**config.mk**
```make
export PLATFORM = sky130hd
export DESIGN_NAME = confusion_matrix_measures
export DESIGN_NICKNAME = d
export VERILOG_FILES = /design/src/sv/cmm_pkg.sv /design/src/sv/cmm_mul.sv /design/src/sv/cmm_div.sv /design/src/sv/cmm_sqrt.sv /design/src/sv/cmm_dp.sv /design/src/sv/cmm_ctrl.sv /design/src/sv/confusion_matrix_measures.sv
export SDC_FILE = /design/constraint.sdc
export NUM_CORES = 2
export LEC_CHECK = 0
export ABC_AREA = 1
export BUFFER_PORTS_ARGS = -buffer_cell sky130_fd_sc_hd__buf_4
export CAP_MARGIN = 25
export CELL_PAD_IN_SITES_DETAIL_PLACEMENT = 1
export CELL_PAD_IN_SITES_GLOBAL_PLACEMENT = 2
export CORE_AREA = 2 2 479 576
export CTS_BUF_LIST = sky130_fd_sc_hd__clkbuf_8
export DETAILED_ROUTE_END_ITERATION = 10
export DIE_AREA = 0 0 481 578
export GPL_ROUTABILITY_DRIVEN = 0
export PLACE_DENSITY = 0.91
export SYNTH_ARGS = -nofsm -noshare
export SYNTH_HDL_FRONTEND = slang
export SYNTH_SLANG_ARGS = --single-unit
```
**constraint.sdc**
```tcl
create_clock -name clk -period 9.1 [get_ports clk]
set_input_delay 0.91 -clock clk [delete_from_list [all_inputs] [get_ports clk]]
set_output_delay 0.91 -clock clk [all_outputs]
set_load 0.01 [all_outputs]
```
**src/sv/cmm_pkg.sv**
```systemverilog
// Shared types and constants for the confusion-matrix measures block.
// No dependencies; imported by every module of the block.
package cmm_pkg;

	localparam int CNT_BITS_DEF  = 24;
	localparam int FRAC_BITS_DEF = 16;
	localparam int ADDR_BITS     = 4;

	localparam logic [1:0] REG_POS   = 2'd0;
	localparam logic [1:0] REG_NEG   = 2'd1;
	localparam logic [1:0] REG_RANKS = 2'd2;

	typedef enum logic [3:0] {
		OP_RANK, OP_ERR, OP_SPEC, OP_SENS, OP_PREC, OP_FSC,
		OP_MA, OP_MB, OP_M01, OP_M23, OP_NSQ, OP_DEN, OP_MDIV, OP_SQRT
	} op_t;

	typedef enum logic [1:0] {EM_NONE, EM_SHORT, EM_HELD, EM_CUR} em_t;

	typedef enum logic [2:0] {
		ST_IDLE, ST_CALC, ST_WAIT, ST_STORE, ST_HELD, ST_CUR, ST_SHORT
	} st_t;

	typedef struct packed {
		logic start;
		op_t  op;
		logic load_in;
		logic store_held;
		em_t  emit;
		logic rank_step;
		logic rank_clear;
	} cmd_t;

	typedef struct packed {
		logic short_set;
		logic first;
		logic second;
		logic done;
		logic out_free;
	} stat_t;

endpackage

```
**src/sv/cmm_mul.sv**
```systemverilog
// Shift-add multiplier, one multiplier bit per cycle, early exit on zero.
// Depends on cmm_pkg.
module cmm_mul import cmm_pkg::*; #(
	parameter int MW = 2 * CNT_BITS_DEF + 2
) (
	input  logic            clk,
	input  logic            arst_n,
	input  logic            start,
	input  logic [MW-1:0]   a,
	input  logic [MW-1:0]   b,
	output logic            done,
	output logic [2*MW-1:0] prod
);
	logic            busy_q, done_q;
	logic [2*MW-1:0] acc_q, mc_q;
	logic [MW-1:0]   mp_q;

	always_ff @(posedge clk or negedge arst_n) begin
		if (!arst_n) begin
			busy_q <= 1'b0;
			done_q <= 1'b0;
		end else begin
			done_q <= 1'b0;
			if (start) begin
				busy_q <= 1'b1;
			end else if (busy_q && mp_q == '0) begin
				busy_q <= 1'b0;
				done_q <= 1'b1;
			end
		end
	end

	always_ff @(posedge clk) begin
		if (start) begin
			acc_q <= '0;
			mc_q  <= (2*MW)'(a);
			mp_q  <= b;
		end else if (busy_q && mp_q != '0) begin
			if (mp_q[0]) acc_q <= acc_q + mc_q;
			mc_q <= {mc_q[2*MW-2:0], 1'b0};
			mp_q <= mp_q >> 1;
		end
	end

	assign done = done_q;
	assign prod = acc_q;
endmodule

```
**src/sv/cmm_div.sv**
```systemverilog
// Restoring fraction divider: floor(num*2^steps/den), saturating when num >= den.
// Depends on cmm_pkg.
module cmm_div import cmm_pkg::*; #(
	parameter int DW = 4 * CNT_BITS_DEF + 4,
	parameter int QW = 2 * FRAC_BITS_DEF,
	parameter int SW = $clog2(QW + 1)
) (
	input  logic          clk,
	input  logic          arst_n,
	input  logic          start,
	input  logic [DW-1:0] num,
	input  logic [DW-1:0] den,
	input  logic [SW-1:0] steps,
	output logic          done,
	output logic          sat,
	output logic [QW-1:0] quo
);
	logic          busy_q, done_q, sat_q;
	logic [DW-1:0] r_q, d_q;
	logic [QW-1:0] q_q;
	logic [SW-1:0] cnt_q;
	logic [DW:0]   r2;

	assign r2 = {r_q, 1'b0};

	always_ff @(posedge clk or negedge arst_n) begin
		if (!arst_n) begin
			busy_q <= 1'b0;
			done_q <= 1'b0;
		end else begin
			done_q <= 1'b0;
			if (start) begin
				busy_q <= !(num >= den);
				done_q <= num >= den;
			end else if (busy_q && cnt_q == '0) begin
				busy_q <= 1'b0;
				done_q <= 1'b1;
			end
		end
	end

	always_ff @(posedge clk) begin
		if (start) begin
			sat_q <= num >= den;
			r_q   <= num;
			d_q   <= den;
			q_q   <= '0;
			cnt_q <= steps;
		end else if (busy_q && cnt_q != '0) begin
			if (r2 >= {1'b0, d_q}) begin
				r_q <= DW'(r2 - {1'b0, d_q});
				q_q <= {q_q[QW-2:0], 1'b1};
			end else begin
				r_q <= DW'(r2);
				q_q <= {q_q[QW-2:0], 1'b0};
			end
			cnt_q <= cnt_q - 1'b1;
		end
	end

	assign done = done_q;
	assign sat  = sat_q;
	assign quo  = q_q;
endmodule

```
**src/sv/cmm_sqrt.sv**
```systemverilog
// Integer square root, one result bit per cycle by trial squaring.
// Depends on cmm_pkg.
module cmm_sqrt import cmm_pkg::*; #(
	parameter int F = FRAC_BITS_DEF
) (
	input  logic           clk,
	input  logic           arst_n,
	input  logic           start,
	input  logic [2*F-1:0] y,
	output logic           done,
	output logic [F-1:0]   root
);
	logic           busy_q, done_q;
	logic [F-1:0]   res_q, bit_q, c;
	logic [2*F-1:0] y_q, sq;

	assign c  = res_q | bit_q;
	assign sq = (2*F)'(c) * (2*F)'(c);

	always_ff @(posedge clk or negedge arst_n) begin
		if (!arst_n) begin
			busy_q <= 1'b0;
			done_q <= 1'b0;
		end else begin
			done_q <= 1'b0;
			if (start) begin
				busy_q <= 1'b1;
			end else if (busy_q && bit_q[0]) begin
				busy_q <= 1'b0;
				done_q <= 1'b1;
			end
		end
	end

	always_ff @(posedge clk) begin
		if (start) begin
			res_q <= '0;
			bit_q <= {1'b1, {(F-1){1'b0}}};
			y_q   <= y;
		end else if (busy_q) begin
			if (sq <= y_q) res_q <= c;
			bit_q <= bit_q >> 1;
		end
	end

	assign done = done_q;
	assign root = res_q;
endmodule

```
**src/sv/cmm_dp.sv**
```systemverilog
// Datapath: input capture, shared multiplier/divider/root units, result and
// held-row registers, rank counter and output register. Depends on cmm_pkg.
module cmm_dp import cmm_pkg::*; #(
	parameter int C = CNT_BITS_DEF,
	parameter int F = FRAC_BITS_DEF
) (
	input  logic          clk,
	input  logic          arst_n,
	input  cmd_t          cmd,
	output stat_t         st,
	input  logic [C-1:0]  cfg_pos,
	input  logic [C-1:0]  cfg_neg,
	input  logic [C-1:0]  cfg_ranks,
	input  logic [4*C-1:0] in_data,
	input  logic          out_ready,
	output logic          out_valid,
	output logic [F:0]    o_rank, o_err, o_acc, o_spec, o_sens, o_prec, o_fsc,
	output logic [F+1:0]  o_mcc,
	output logic [5:0]    o_mask,
	output logic          o_size,
	output logic          o_last
);
	localparam int MW = 2 * C + 2;
	localparam int DW = 2 * MW;
	localparam int QW = 2 * F;
	localparam int SW = $clog2(QW + 1);

	logic [C-1:0]  tp_q, fp_q, tn_q, fn_q, ri_q;
	logic [C:0]    tpfp, tpfn, tnfp, tnfn, fpfn, pn, tp2;
	logic [C+1:0]  fd;
	logic [2*C-1:0] ma_q, mb_q, nabs;
	logic [MW-1:0] p01_q, p23_q, mul_a, mul_b;
	logic [DW-1:0] nsq_q, den_q, div_num, div_den, prod;
	logic [SW-1:0] div_steps;
	logic [QW-1:0] y_q, quo;
	logic          msat_q, mul_done, div_done, div_sat, sqrt_done;
	logic [F-1:0]  root;
	logic [F:0]    one, frac, rank_q, err_q, spec_q, sens_q, prec_q, fsc_q;
	logic [F:0]    mag;
	logic [F+1:0]  mcc_q;
	logic          is_mul, is_div, is_sqrt;
	logic [5:0]    mask, held_mask_q;
	logic [F:0]    g_err, g_acc, g_spec, g_sens, g_prec, g_fsc;
	logic [F+1:0]  g_mcc;
	logic [F:0]    h_err_q, h_acc_q, h_spec_q, h_sens_q, h_fsc_q;
	logic [F+1:0]  h_mcc_q;
	logic          vld_q, is_last;

	assign tpfp = {1'b0, tp_q} + {1'b0, fp_q};
	assign tpfn = {1'b0, tp_q} + {1'b0, fn_q};
	assign tnfp = {1'b0, tn_q} + {1'b0, fp_q};
	assign tnfn = {1'b0, tn_q} + {1'b0, fn_q};
	assign fpfn = {1'b0, fp_q} + {1'b0, fn_q};
	assign pn   = {1'b0, cfg_pos} + {1'b0, cfg_neg};
	assign tp2  = {tp_q, 1'b0};
	assign fd   = {1'b0, tp2} + {1'b0, fpfn};
	assign nabs = (ma_q >= mb_q) ? ma_q - mb_q : mb_q - ma_q;
	assign one  = {1'b1, {F{1'b0}}};

	always_comb begin
		is_mul = 1'b0;
		is_div = 1'b0;
		is_sqrt = 1'b0;
		mul_a = '0;
		mul_b = '0;
		div_num = '0;
		div_den = '0;
		div_steps = SW'(F);
		case (cmd.op)
			OP_RANK: begin
				is_div = 1'b1;
				div_num = DW'(ri_q);
				div_den = DW'(cfg_ranks - 1'b1);
			end
			OP_ERR: begin
				is_div = 1'b1;
				div_num = DW'(fpfn);
				div_den = DW'(pn);
			end
			OP_SPEC: begin
				is_div = 1'b1;
				div_num = DW'(tn_q);
				div_den = DW'(cfg_neg);
			end
			OP_SENS: begin
				is_div = 1'b1;
				div_num = DW'(tp_q);
				div_den = DW'(cfg_pos);
			end
			OP_PREC: begin
				is_div = 1'b1;
				div_num = DW'(tp_q);
				div_den = DW'(tpfp);
			end
			OP_FSC: begin
				is_div = 1'b1;
				div_num = DW'(tp2);
				div_den = DW'(fd);
			end
			OP_MA: begin
				is_mul = 1'b1;
				mul_a = MW'(tp_q);
				mul_b = MW'(tn_q);
			end
			OP_MB: begin
				is_mul = 1'b1;
				mul_a = MW'(fp_q);
				mul_b = MW'(fn_q);
			end
			OP_M01: begin
				is_mul = 1'b1;
				mul_a = MW'(tpfp);
				mul_b = MW'(tpfn);
			end
			OP_M23: begin
				is_mul = 1'b1;
				mul_a = MW'(tnfp);
				mul_b = MW'(tnfn);
			end
			OP_NSQ: begin
				is_mul = 1'b1;
				mul_a = MW'(nabs);
				mul_b = MW'(nabs);
			end
			OP_DEN: begin
				is_mul = 1'b1;
				mul_a = p01_q;
				mul_b = p23_q;
			end
			OP_MDIV: begin
				is_div = 1'b1;
				div_num = nsq_q;
				div_den = den_q;
				div_steps = SW'(QW);
			end
			OP_SQRT: is_sqrt = 1'b1;
			default: ;
		endcase
	end

	cmm_mul #(.MW(MW)) u_mul (
		.clk(clk), .arst_n(arst_n), .start(cmd.start && is_mul),
		.a(mul_a), .b(mul_b), .done(mul_done), .prod(prod)
	);

	cmm_div #(.DW(DW), .QW(QW), .SW(SW)) u_div (
		.clk(clk), .arst_n(arst_n), .start(cmd.start && is_div),
		.num(div_num), .den(div_den), .steps(div_steps),
		.done(div_done), .sat(div_sat), .quo(quo)
	);

	cmm_sqrt #(.F(F)) u_sqrt (
		.clk(clk), .arst_n(arst_n), .start(cmd.start && is_sqrt),
		.y(y_q), .done(sqrt_done), .root(root)
	);

	assign frac = div_sat ? one : {1'b0, quo[F-1:0]};
	assign mag  = msat_q ? one : {1'b0, root};

	always_ff @(posedge clk) begin
		if (cmd.load_in) begin
			tp_q <= in_data[C-1:0];
			fp_q <= in_data[2*C-1:C];
			tn_q <= in_data[3*C-1:2*C];
			fn_q <= in_data[4*C-1:3*C];
		end
		if (div_done) begin
			case (cmd.op)
				OP_RANK: rank_q <= frac;
				OP_ERR:  err_q  <= frac;
				OP_SPEC: spec_q <= frac;
				OP_SENS: sens_q <= frac;
				OP_PREC: prec_q <= frac;
				OP_FSC:  fsc_q  <= frac;
				OP_MDIV: begin
					msat_q <= div_sat;
					y_q    <= quo;
				end
				default: ;
			endcase
		end
		if (mul_done) begin
			case (cmd.op)
				OP_MA:  ma_q  <= prod[2*C-1:0];
				OP_MB:  mb_q  <= prod[2*C-1:0];
				OP_M01: p01_q <= prod[MW-1:0];
				OP_M23: p23_q <= prod[MW-1:0];
				OP_NSQ: nsq_q <= prod;
				OP_DEN: den_q <= prod;
				default: ;
			endcase
		end
		if (sqrt_done) mcc_q <= (mb_q > ma_q) ? (F+2)'(-{1'b0, mag}) : {1'b0, mag};
	end

	assign mask[0] = pn == '0;
	assign mask[1] = cfg_neg == '0;
	assign mask[2] = cfg_pos == '0;
	assign mask[3] = tpfp == '0;
	assign mask[4] = tpfp == '0 || tpfn == '0 || tnfp == '0 || tnfn == '0;
	assign mask[5] = fd == '0;

	assign g_err  = mask[0] ? '0 : err_q;
	assign g_acc  = mask[0] ? '0 : one - err_q;
	assign g_spec = mask[1] ? '0 : spec_q;
	assign g_sens = mask[2] ? '0 : sens_q;
	assign g_prec = mask[3] ? '0 : prec_q;
	assign g_mcc  = mask[4] ? '0 : mcc_q;
	assign g_fsc  = mask[5] ? '0 : fsc_q;

	assign is_last = ({1'b0, ri_q} + 1'b1) >= {1'b0, cfg_ranks};

	always_ff @(posedge clk or negedge arst_n) begin
		if (!arst_n) begin
			ri_q        <= '0;
			held_mask_q <= '0;
		end else begin
			if (cmd.rank_clear) ri_q <= '0;
			else if (cmd.rank_step) ri_q <= is_last ? '0 : C'(ri_q + 1'b1);
			if (cmd.store_held) held_mask_q <= mask & 6'b110111;
		end
	end

	always_ff @(posedge clk) begin
		if (cmd.store_held) begin
			h_err_q  <= g_err;
			h_acc_q  <= g_acc;
			h_spec_q <= g_spec;
			h_sens_q <= g_sens;
			h_mcc_q  <= g_mcc;
			h_fsc_q  <= g_fsc;
		end
	end

	always_ff @(posedge clk or negedge arst_n) begin
		if (!arst_n) vld_q <= 1'b0;
		else if (cmd.emit != EM_NONE) vld_q <= 1'b1;
		else if (out_ready) vld_q <= 1'b0;
	end

	always_ff @(posedge clk) begin
		unique case (cmd.emit)
			EM_SHORT: begin
				o_rank <= '0; o_err <= '0; o_acc <= '0; o_spec <= '0;
				o_sens <= '0; o_prec <= '0; o_mcc <= '0; o_fsc <= '0;
				o_mask <= '0; o_size <= 1'b1; o_last <= 1'b1;
			end
			EM_HELD: begin
				o_rank <= '0; o_err <= h_err_q; o_acc <= h_acc_q;
				o_spec <= h_spec_q; o_sens <= h_sens_q; o_prec <= g_prec;
				o_mcc <= h_mcc_q; o_fsc <= h_fsc_q;
				o_mask <= held_mask_q | (mask & 6'b001000);
				o_size <= 1'b0; o_last <= 1'b0;
			end
			EM_CUR: begin
				o_rank <= rank_q; o_err <= g_err; o_acc <= g_acc;
				o_spec <= g_spec; o_sens <= g_sens; o_prec <= g_prec;
				o_mcc <= g_mcc; o_fsc <= g_fsc; o_mask <= mask;
				o_size <= 1'b0; o_last <= is_last;
			end
			EM_NONE: ;
		endcase
	end

	assign out_valid   = vld_q;
	assign st.short_set = cfg_ranks < C'(2);
	assign st.first    = ri_q == '0;
	assign st.second   = ri_q == C'(1);
	assign st.out_free = !vld_q || out_ready;
	assign st.done     = (is_mul && mul_done) || (is_div && div_done) ||
	                     (is_sqrt && sqrt_done);
endmodule

```
**src/sv/cmm_ctrl.sv**
```systemverilog
// Controller: sequences the operations of one rank and the result beats.
// Depends on cmm_pkg.
module cmm_ctrl import cmm_pkg::*; (
	input  logic  clk,
	input  logic  arst_n,
	input  logic  in_valid,
	output logic  in_ready,
	input  stat_t st,
	output cmd_t  cmd
);
	st_t state_q, state_d;
	op_t op_q;

	always_comb begin
		state_d = state_q;
		unique case (state_q)
			ST_IDLE:  if (in_valid) state_d = st.short_set ? ST_SHORT : ST_CALC;
			ST_CALC:  state_d = ST_WAIT;
			ST_WAIT: begin
				if (st.done) begin
					if (op_q != OP_SQRT) state_d = ST_CALC;
					else if (st.first) state_d = ST_STORE;
					else if (st.second) state_d = ST_HELD;
					else state_d = ST_CUR;
				end
			end
			ST_STORE: state_d = ST_IDLE;
			ST_HELD:  if (st.out_free) state_d = ST_CUR;
			ST_CUR:   if (st.out_free) state_d = ST_IDLE;
			ST_SHORT: if (st.out_free) state_d = ST_IDLE;
			default:  state_d = ST_IDLE;
		endcase
	end

	always_comb begin
		cmd = '0;
		cmd.op = op_q;
		cmd.emit = EM_NONE;
		in_ready = 1'b0;
		unique case (state_q)
			ST_IDLE: begin
				in_ready = 1'b1;
				cmd.load_in = in_valid;
			end
			ST_CALC: cmd.start = 1'b1;
			ST_STORE: begin
				cmd.store_held = 1'b1;
				cmd.rank_step = 1'b1;
			end
			ST_HELD: if (st.out_free) cmd.emit = EM_HELD;
			ST_CUR: begin
				if (st.out_free) begin
					cmd.emit = EM_CUR;
					cmd.rank_step = 1'b1;
				end
			end
			ST_SHORT: begin
				if (st.out_free) begin
					cmd.emit = EM_SHORT;
					cmd.rank_clear = 1'b1;
				end
			end
			default: ;
		endcase
	end

	always_ff @(posedge clk or negedge arst_n) begin
		if (!arst_n) begin
			state_q <= ST_IDLE;
			op_q    <= OP_RANK;
		end else begin
			state_q <= state_d;
			if (state_q == ST_IDLE) op_q <= OP_RANK;
			else if (state_q == ST_WAIT && st.done && op_q != OP_SQRT)
				op_q <= op_t'(op_q + 4'd1);
		end
	end
endmodule

```
**src/sv/confusion_matrix_measures.sv**
```systemverilog
// Confusion-matrix measures top level: APB registers, controller, datapath.
// Depends on cmm_pkg, cmm_ctrl, cmm_dp (and its mul/div/sqrt units).
// A rank: accept, six divides, six products (multiplier operands at most
// 24/24/25/25/48/50 bits at C=24), MCC divide, root; then rank zero is held, or each
// beat is sent when free; one rank at a time. Ranks < 2: each rank gives a size-error
// beat; else the first rank gives no beat, the second two. Reset: P=1, N=1, ranks=2.
module confusion_matrix_measures import cmm_pkg::*; #(
	parameter int COUNT_BITS = CNT_BITS_DEF,
	parameter int FRAC_BITS  = FRAC_BITS_DEF,
	localparam int IW = ((4 * COUNT_BITS + 7) / 8) * 8,
	localparam int OW = ((8 * FRAC_BITS + 15 + 7) / 8) * 8
) (
	input  logic                 clk,
	input  logic                 arst_n,
	input  logic                 psel,
	input  logic                 penable,
	input  logic                 pwrite,
	input  logic [ADDR_BITS-1:0] paddr,
	input  logic [31:0]          pwdata,
	output logic [31:0]          prdata,
	output logic                 pready,
	input  logic                 s_tvalid,
	output logic                 s_tready,
	// true_pos, false_pos, true_neg, false_neg
	input  logic [IW-1:0]        s_tdata,
	output logic                 m_tvalid,
	input  logic                 m_tready,
	// norm_rank, error_rate, accuracy, specificity, sensitivity, precision,
	// matthews, f_score, undefined_mask
	output logic [OW-1:0]        m_tdata,
	// size_error
	output logic                 m_tuser,
	output logic                 m_tlast
);
	localparam int C = COUNT_BITS;
	localparam int F = FRAC_BITS;

	logic [C-1:0]   pos_q, neg_q, ranks_q;
	logic           wr;
	cmd_t           cmd;
	stat_t          st;
	logic [F:0]     o_rank, o_err, o_acc, o_spec, o_sens, o_prec, o_fsc;
	logic [F+1:0]   o_mcc;
	logic [5:0]     o_mask;

	assign pready = 1'b1;
	assign wr = psel && penable && pwrite;

	always_ff @(posedge clk or negedge arst_n) begin
		if (!arst_n) begin
			pos_q   <= C'(1);
			neg_q   <= C'(1);
			ranks_q <= C'(2);
		end else if (wr) begin
			unique case (paddr[3:2])
				REG_POS:   pos_q   <= pwdata[C-1:0];
				REG_NEG:   neg_q   <= pwdata[C-1:0];
				REG_RANKS: ranks_q <= pwdata[C-1:0];
				default: ;
			endcase
		end
	end

	always_comb begin
		unique case (paddr[3:2])
			REG_POS:   prdata = 32'(pos_q);
			REG_NEG:   prdata = 32'(neg_q);
			REG_RANKS: prdata = 32'(ranks_q);
			default:   prdata = '0;
		endcase
	end

	cmm_ctrl u_ctrl (
		.clk(clk), .arst_n(arst_n), .in_valid(s_tvalid), .in_ready(s_tready),
		.st(st), .cmd(cmd)
	);

	cmm_dp #(.C(C), .F(F)) u_dp (
		.clk(clk), .arst_n(arst_n), .cmd(cmd), .st(st),
		.cfg_pos(pos_q), .cfg_neg(neg_q), .cfg_ranks(ranks_q),
		.in_data(s_tdata[4*C-1:0]), .out_ready(m_tready), .out_valid(m_tvalid),
		.o_rank(o_rank), .o_err(o_err), .o_acc(o_acc), .o_spec(o_spec),
		.o_sens(o_sens), .o_prec(o_prec), .o_fsc(o_fsc), .o_mcc(o_mcc),
		.o_mask(o_mask), .o_size(m_tuser), .o_last(m_tlast)
	);

	assign m_tdata = OW'({o_mask, o_fsc, o_mcc, o_prec, o_sens, o_spec, o_acc,
	                      o_err, o_rank});
endmodule
```
# ---- Word level (Yosys, flattened, before mapping)
# Index checks and enable logic that the tools add are counted.
dict set report word_totals {
  in_bits 139
  output_inout_bits 181
  word_cells 277
  regBits 1561
}
dict set report classes {
  add_sub_neg 18
  bitwise_logic 2
  n_mul 1
  muxes 80
  magnitude_cmp 7
  eq_ne 30
  n_reduce_logical 76
}
# op count
set ops {}
lappend ops {{case mux 100 bit (7 select lines)} 1}
lappend ops {{case mux 100 bit (6 select lines)} 1}
lappend ops {{case mux 50 bit (6 select lines)} 2}
lappend ops {{two-way mux 100 bit} 3}
lappend ops {{case mux 17 bit (3 select lines)} 5}
lappend ops {{two-way mux 50 bit} 4}
lappend ops {{two-way mux 17 bit} 9}
lappend ops {{adder 24 x 24 -> 25 bit} 6}
lappend ops {{logical NOT 25 bit} 5}
lappend ops {{greater-or-equal comparator 101 x 100 -> 1 bit} 1}
lappend ops {{adder 100 bit} 1}
lappend ops {{greater-or-equal comparator 100 bit} 1}
lappend ops {{subtractor 100 bit} 1}
lappend ops {{subtractor 48 bit} 2}
lappend ops {{logical NOT 24 bit} 3}
lappend ops {{two-way mux 24 bit} 3}
lappend ops {{case mux 24 bit (3 select lines)} 1}
lappend ops {{case mux 17 bit (2 select lines)} 2}
lappend ops {{case mux 18 bit (3 select lines)} 1}
lappend ops {{logical NOT 50 bit} 1}
lappend ops {{nonzero test 50 bit} 1}
lappend ops {{greater-or-equal comparator 48 bit} 1}
lappend ops {{> comparator 48 bit} 1}
lappend ops {{two-way mux 48 bit} 1}
lappend ops {{54 further kinds} 157}

# ---- Longest topological paths before layout
dict set report logic_depth {
  word_depth 10
  ltp_mapped 37
}

# ---- By module
# From an unflattened synthesis, not the netlist that was laid out.
dict set report hier_totals {
  cells_unflattened 15573
  hier_area_um2 114304.6
}
# module area_per_inst_um2 instances cells_each
set modules_own_cells {}
lappend modules_own_cells {cmm_dp 56048.8 1 6607}
lappend modules_own_cells {cmm_div 23641.4 1 3808}
lappend modules_own_cells {cmm_mul 19887.8 1 3349}
lappend modules_own_cells {cmm_sqrt 10505.1 1 1286}
lappend modules_own_cells {confusion_matrix_measures 3632.2 1 432}
lappend modules_own_cells {cmm_ctrl 589.3 1 91}

# ---- Worst setup path after synthesis
# OpenSTA, ideal clock, no wires.
dict set report synth_timing {
  kind {input to register}
  from {input port m_tready}
  to {register u_dp.o_acc[0], enable pin}
  setup_time_ns 0.650
  stages 4
  t_arrival_ns 7.101
  slack_ns 1.350
  required_ns 8.450
  path_cell_list {nor2_1 > inv_1 > nand2_1 > nor2_1}
}
dict set report synth_via {
  elab_chain_len 5
  word_cells_on_any_way 9
}
# element line
set synth_lines {}
lappend synth_lines {{start: declaration} confusion_matrix_measures.sv:27} ;# input logic m_tready,
lappend synth_lines {{logical OR 1 bit (*)} cmm_dp.sv:269} ;# assign st.out_free = !vld_q || out_ready;
lappend synth_lines {{two-way mux 1 bit (tied with other cells)} cmm_ctrl.sv:58} ;# if (st.out_free) begin
lappend synth_lines {{case mux 2 bit (3 select lines) (*)} cmm_ctrl.sv:40} ;# unique case (state_q)
lappend synth_lines {{equality test 2 x 1 -> 1 bit / equality test 2 bit (equally long branches)} cmm_dp.sv:242} ;# unique case (cmd.emit)
lappend synth_lines {{nonzero test 3 bit (no line) (*)} -}
lappend synth_lines {{end signal: assignment} cmm_dp.sv:256} ;# o_rank <= rank_q; o_err <= g_err; o_acc <= g_acc;
lappend synth_lines {{end: declaration} cmm_dp.sv:17} ;# output logic [F:0] o_rank, o_err, o_acc, o_spec, o_sens, o_prec, o_fsc,
# Mark *: on every way between the ends. The rest lies on a longest branch, timed or not.
# A chain may end at the register's enable or synchronous reset.

# ---- Final worst setup path
dict set report layout_timing {
  from {register u_dp.u_sqrt.bit_q[7]}
  to {register u_dp.u_sqrt.res_q[1], in the netlist u_dp.u_sqrt.root[1]}
}
dict set report layout_via {
  elab_chain_len 4
}
# element line
set layout_lines {}
lappend layout_lines {{start: declaration} cmm_sqrt.sv:14} ;# logic [F-1:0] res_q, bit_q, c;
lappend layout_lines {{start signal: assignment} cmm_sqrt.sv:38} ;# bit_q <= {1'b1, {(F-1){1'b0}}};
lappend layout_lines {{start signal: assignment} cmm_sqrt.sv:42} ;# bit_q <= bit_q >> 1;
lappend layout_lines {{OR 16 bit} cmm_sqrt.sv:17} ;# assign c = res_q | bit_q;
lappend layout_lines {{multiplier 16 x 16 -> 32 bit} cmm_sqrt.sv:18} ;# assign sq = (2*F)'(c) * (2*F)'(c);
lappend layout_lines {{<= comparator 32 bit} cmm_sqrt.sv:41} ;# if (sq <= y_q) res_q <= c;
lappend layout_lines {{AND reduction 2 bit (no line)} -}
lappend layout_lines {{end signal: assignment} cmm_sqrt.sv:37} ;# res_q <= '0;
lappend layout_lines {{end signal: assignment} cmm_sqrt.sv:41}
lappend layout_lines {{end: declaration} cmm_sqrt.sv:14}
# No other way between the ends.

==> impl_metrics.csv <==
group,metric,value,unit
final_layout,area_growth,11.0,%
logic_synthesis,synth_area_per_cell,7.89,µm²
floorplan,io_pins,320,
logic_synthesis,ys_types,75,
sta,max-slew-margin-rel,20.4,%
final_layout,drive_gt1_share,7.09,%
floorplan,coreArea,272000,µm²
floorplan,die_area,278000,µm²
placement,dp_hpwl,351,mm
job,maxCapViolCount,0,
logic_synthesis,synth.top_cells.by_area,"edfxtp_1 34%, nand2_1 11%, ha_1 8.4%",
global_routing,grt_max_degree,181,
logic_synthesis,yosysSeqAreaShare,40.7,%
worst_setup_path,crit_start,"u_dp.u_sqrt.bit_q[7]",
worst_setup_path,cp_max_fo,16,
sta,fmax,0.120,GHz
floorplan,dieWidth,481,µm
worst_setup_path,r2r_end,"u_dp.u_sqrt.root[1]",
drt,routedWlPerCell,24.6,µm
sta,min_period,8.36,ns
logic_synthesis,synth_simple_gate_area_share,21.8,%
logic_synthesis,synth_top_area_cell,"edfxtp_1",
worst_setup_path,crit_required,9.93,ns
clock_network,root_buffer,"clkbuf_8",
drt,drt-total-wl,442,mm
sta,finalSetupTns,0,ns
sta,final.period_utilization,91.8,%
sta,worstMarginPinSlew,1.18,ns
worst_setup_path,start_kind,"register",
logic_synthesis,synth_compound_area_share,13.3,%
drt,dr_total_vias,99400,
worst_setup_path,r2r_slack,0.74,ns
clock_network,cts_tree,"built",
power_and_ir_drop,cellLeakagePower,56.1,nW
clock_network,h-tree-depth,5,
worst_setup_path,r2r_cells,33,
sta,rsz0062_at_grt,"false",
global_routing,grt_pass1_wl,651,mm
clock_network,worstSkewPairLatency,0.99,ns
clock_network,cts_max_path_buffers,4,
worst_setup_path,worst_path_largest_cell_delay,0.55,ns
placement,portBuffers,299,
final_layout,final_cell_mix,"3,165 x nand2_1, 2,347 x inv_1, 1,538 x nor2_1, 1,230 x edfxtp_1, 989 x a21oi_1",
global_routing,globalRouteOverflowTotal,0,
worst_setup_path,worst-path-stages,33,
worst_setup_path,cp-endpoint,"u_dp.u_sqrt.root[1]",
worst_setup_path,critical_path_arrival,9.18,ns
floorplan,rows,210,
drt,avgViaCountPerCell,5.54,
status,status,"complete, no violations",
logic_synthesis,synth_xor_area_share,2.98,%
logic_synthesis,synth_mux_area_share,0,%
clock_network,path_clk_slew,0.09,ns
sta,whs,0.109,ns
sta,hold_viol,0,
logic_synthesis,ys.flop_type,"edfxtp_1",
worst_setup_path,crit_top_cell,"nand2_1",
logic_synthesis,synth_top_family_by_area,"simple AND/OR/NAND/NOR gates",
logic_synthesis,synth_fa_ha_area_share,11.6,%
global_routing,grt_use_total,31.1,%
global_routing,grt_pass1_vias,103000,
floorplan,die_height,578,µm
final_layout,fin_nets,15200,
final_layout,layout_commonest_cell,"nand2_1",
power_and_ir_drop,p_per_area,241,nW/µm²
sta,timing.clock.skew,0.0991,ns
logic_synthesis,mappedNetlistArea,108000,µm²
global_routing,antenna_found_initial,29,
sta,report.final.slew_viol_count,0,
logic_synthesis,synth_edf_count,1230,
drt,drt_first_pass_iters,6,
worst_setup_path,path_buf_inv,5,
floorplan,initial_core_util,39.8,%
hold_path,hp-class,"primary input to register",
worst_setup_path,cp-end-kind,"register",
logic_synthesis,ys_warn_count,0,
drt,first_iter_violations,7933,
drt,drc_errors,0,
clock_network,cts_hold_buf,1,
clock_network,cts_buffers,279,
drt,ant_nets,0,
clock_network,cts_setup_buffers,0,
clock_network,cts_resized,0,
worst_setup_path,r2r-start,"u_dp.u_sqrt.bit_q[7]",
logic_synthesis,synthDominantCellAreaShare,34.1,%
logic_synthesis,netlist_instances,13700,
clock_network,cts.sink_count,1559,
power_and_ir_drop,peakVddDrop,0.000194,V
logic_synthesis,async_flop_share,7.38,%
logic_synthesis,ys_ff_latch,1559,
sta,finalSetupViolCount,0,
worst_setup_path,crit_type,"register to register",
worst_setup_path,critPathTopFamily,"adder cells",
worst_setup_path,crit_path_top_delay_cell,"fa_1",
-- Yosys cell counts (all sizes together) (28+ instances only) --
| master | count |
|---|---|
| xnor2 | 140 |
| nand3 | 556 |
| a221oi | 33 |
| nor4 | 66 |
| fa | 176 |
| o211ai | 86 |
| o2111ai | 40 |
| o21bai | 98 |
| o21ai | 866 |
| nor2 | 1602 |
| o221ai | 31 |
| a31oi | 34 |
| o21a | 71 |
| edfxtp | 1230 |
| a211oi | 28 |
| dfrtp | 112 |
| inv | 2280 |
| nand2 | 3184 |
| xor2 | 229 |
| a22oi | 66 |
| ha | 726 |
| clkbuf | 192 |
| a21oi | 998 |
| dfxtp | 214 |
| buf | 140 |
| a21o | 65 |
| nand3b | 31 |
| nand4 | 159 |
| nor3 | 112 |
-- cells by family (layout without fill, tap and decap cells) --
kind of cell | Yosys count | in the layout
buffers and inverters | 2625 | 3212
adder cells (fa/ha/maj) | 902 | 902
other | 2 | 34
XOR/XNOR | 369 | 369
AO/OA/AOI/OAI | 2510 | 2510
AND/OR/NAND/NOR | 5763 | 5763
flip-flops | 1559 | 1559
-- cell type report --
type / count / area (µm²)
fillers: 33500 / 152000
flip-flops and latches: 1559 / 44100
clock buffers: 311 / 4280
inverters: 2293 / 8630
multi-input cells: 9554 / 54200
well taps: 3604 / 4510
diodes: 24 / 60.1
repair buffers: 424 / 3280
clock inverters: 184 / 1130
-- worst min-delay path by stage --
| stage | to | start | cells after the start |
|---|---|---|---|
| 2_1_floorplan | u_dp.u_sqrt.y_q[0] | u_dp.y_q[0] | 0 |
| 3_3_place_gp | u_dp.u_sqrt.y_q[27] | u_dp.y_q[27] | 0 |
| 3_5_place_dp | u_dp.u_sqrt.y_q[3] | u_dp.y_q[3] | 0 |
| 4_1_cts | u_dp.tp_q[22] | s_tdata[22] | 1 |
| 5_1_grt | u_dp.fp_q[6] | s_tdata[30] | 1 |
| 6_report | u_dp.tp_q[22] | s_tdata[22] | 1 |
-- stage by stage --
step	cell area, µm²	util (%)	instances	setup slack [ns]	power (mW)
after floorplan	108000	-	13700	1.35	17.7
after global placement	115000	42.1	17400	0.889	21.9
after detailed placement	115000	42.1	17400	0.709	22.1
after CTS	120000	44.1	17900	0.660	28.9
after global routing	120000	44.1	17900	0.195	30.6
final	120000	44.1	18000	0.742	29.0
-- routing by layer --
| metal | part of all wire, % | track usage, % | routed length, µm | vias to the layer above |
|---|---|---|---|---|
| li1 | - | - | - | 45900 |
| met1 | 38 | 36.5 | 169000 | 48600 |
| met2 | 47 | 52.6 | 209000 | 3655 |
| met3 | 7.4 | 5.81 | 32600 | 1215 |
| met4 | 7.1 | 19.2 | 31600 | 14 |
| met5 | 0.019 | 0 | 83 | - |
-- registers in the layout, summed over array words and instances (netlist names), 32 cells and up --
| signal | flops |
|---|---|
| u_dp.u_div.quo | 32 |
| u_dp.u_div.r_q | 100 |
| u_dp.mb_q | 48 |
| u_dp.u_mul.mc_q | 100 |
| u_dp.p23_q | 50 |
| u_dp.y_q | 32 |
| u_dp.u_mul.prod | 100 |
| u_dp.u_sqrt.y_q | 32 |
| u_dp.ma_q | 48 |
| u_dp.den_q | 100 |
| u_dp.u_mul.mp_q | 50 |
| u_dp.nsq_q | 100 |
| u_dp.u_div.d_q | 100 |
| u_dp.p01_q | 50 |
-- worst reg2reg max path: cells and delay by family (launching register included) --
kind / cells / cell delay [ns]
flops: 1 / 0.32
simple gates: 17 / 3.02
compound gates: 2 / 0.43
buf+inv: 5 / 0.53
xor+xnor: 1 / 0.16
fa+ha+maj: 8 / 3.77
-- report_power, final --
part	internal, mW	switching (mW)
logic	3.76	9.08
clock network	3.47	3.23
registers	8.77	0.702
Power figures use the tool's default switching activity.
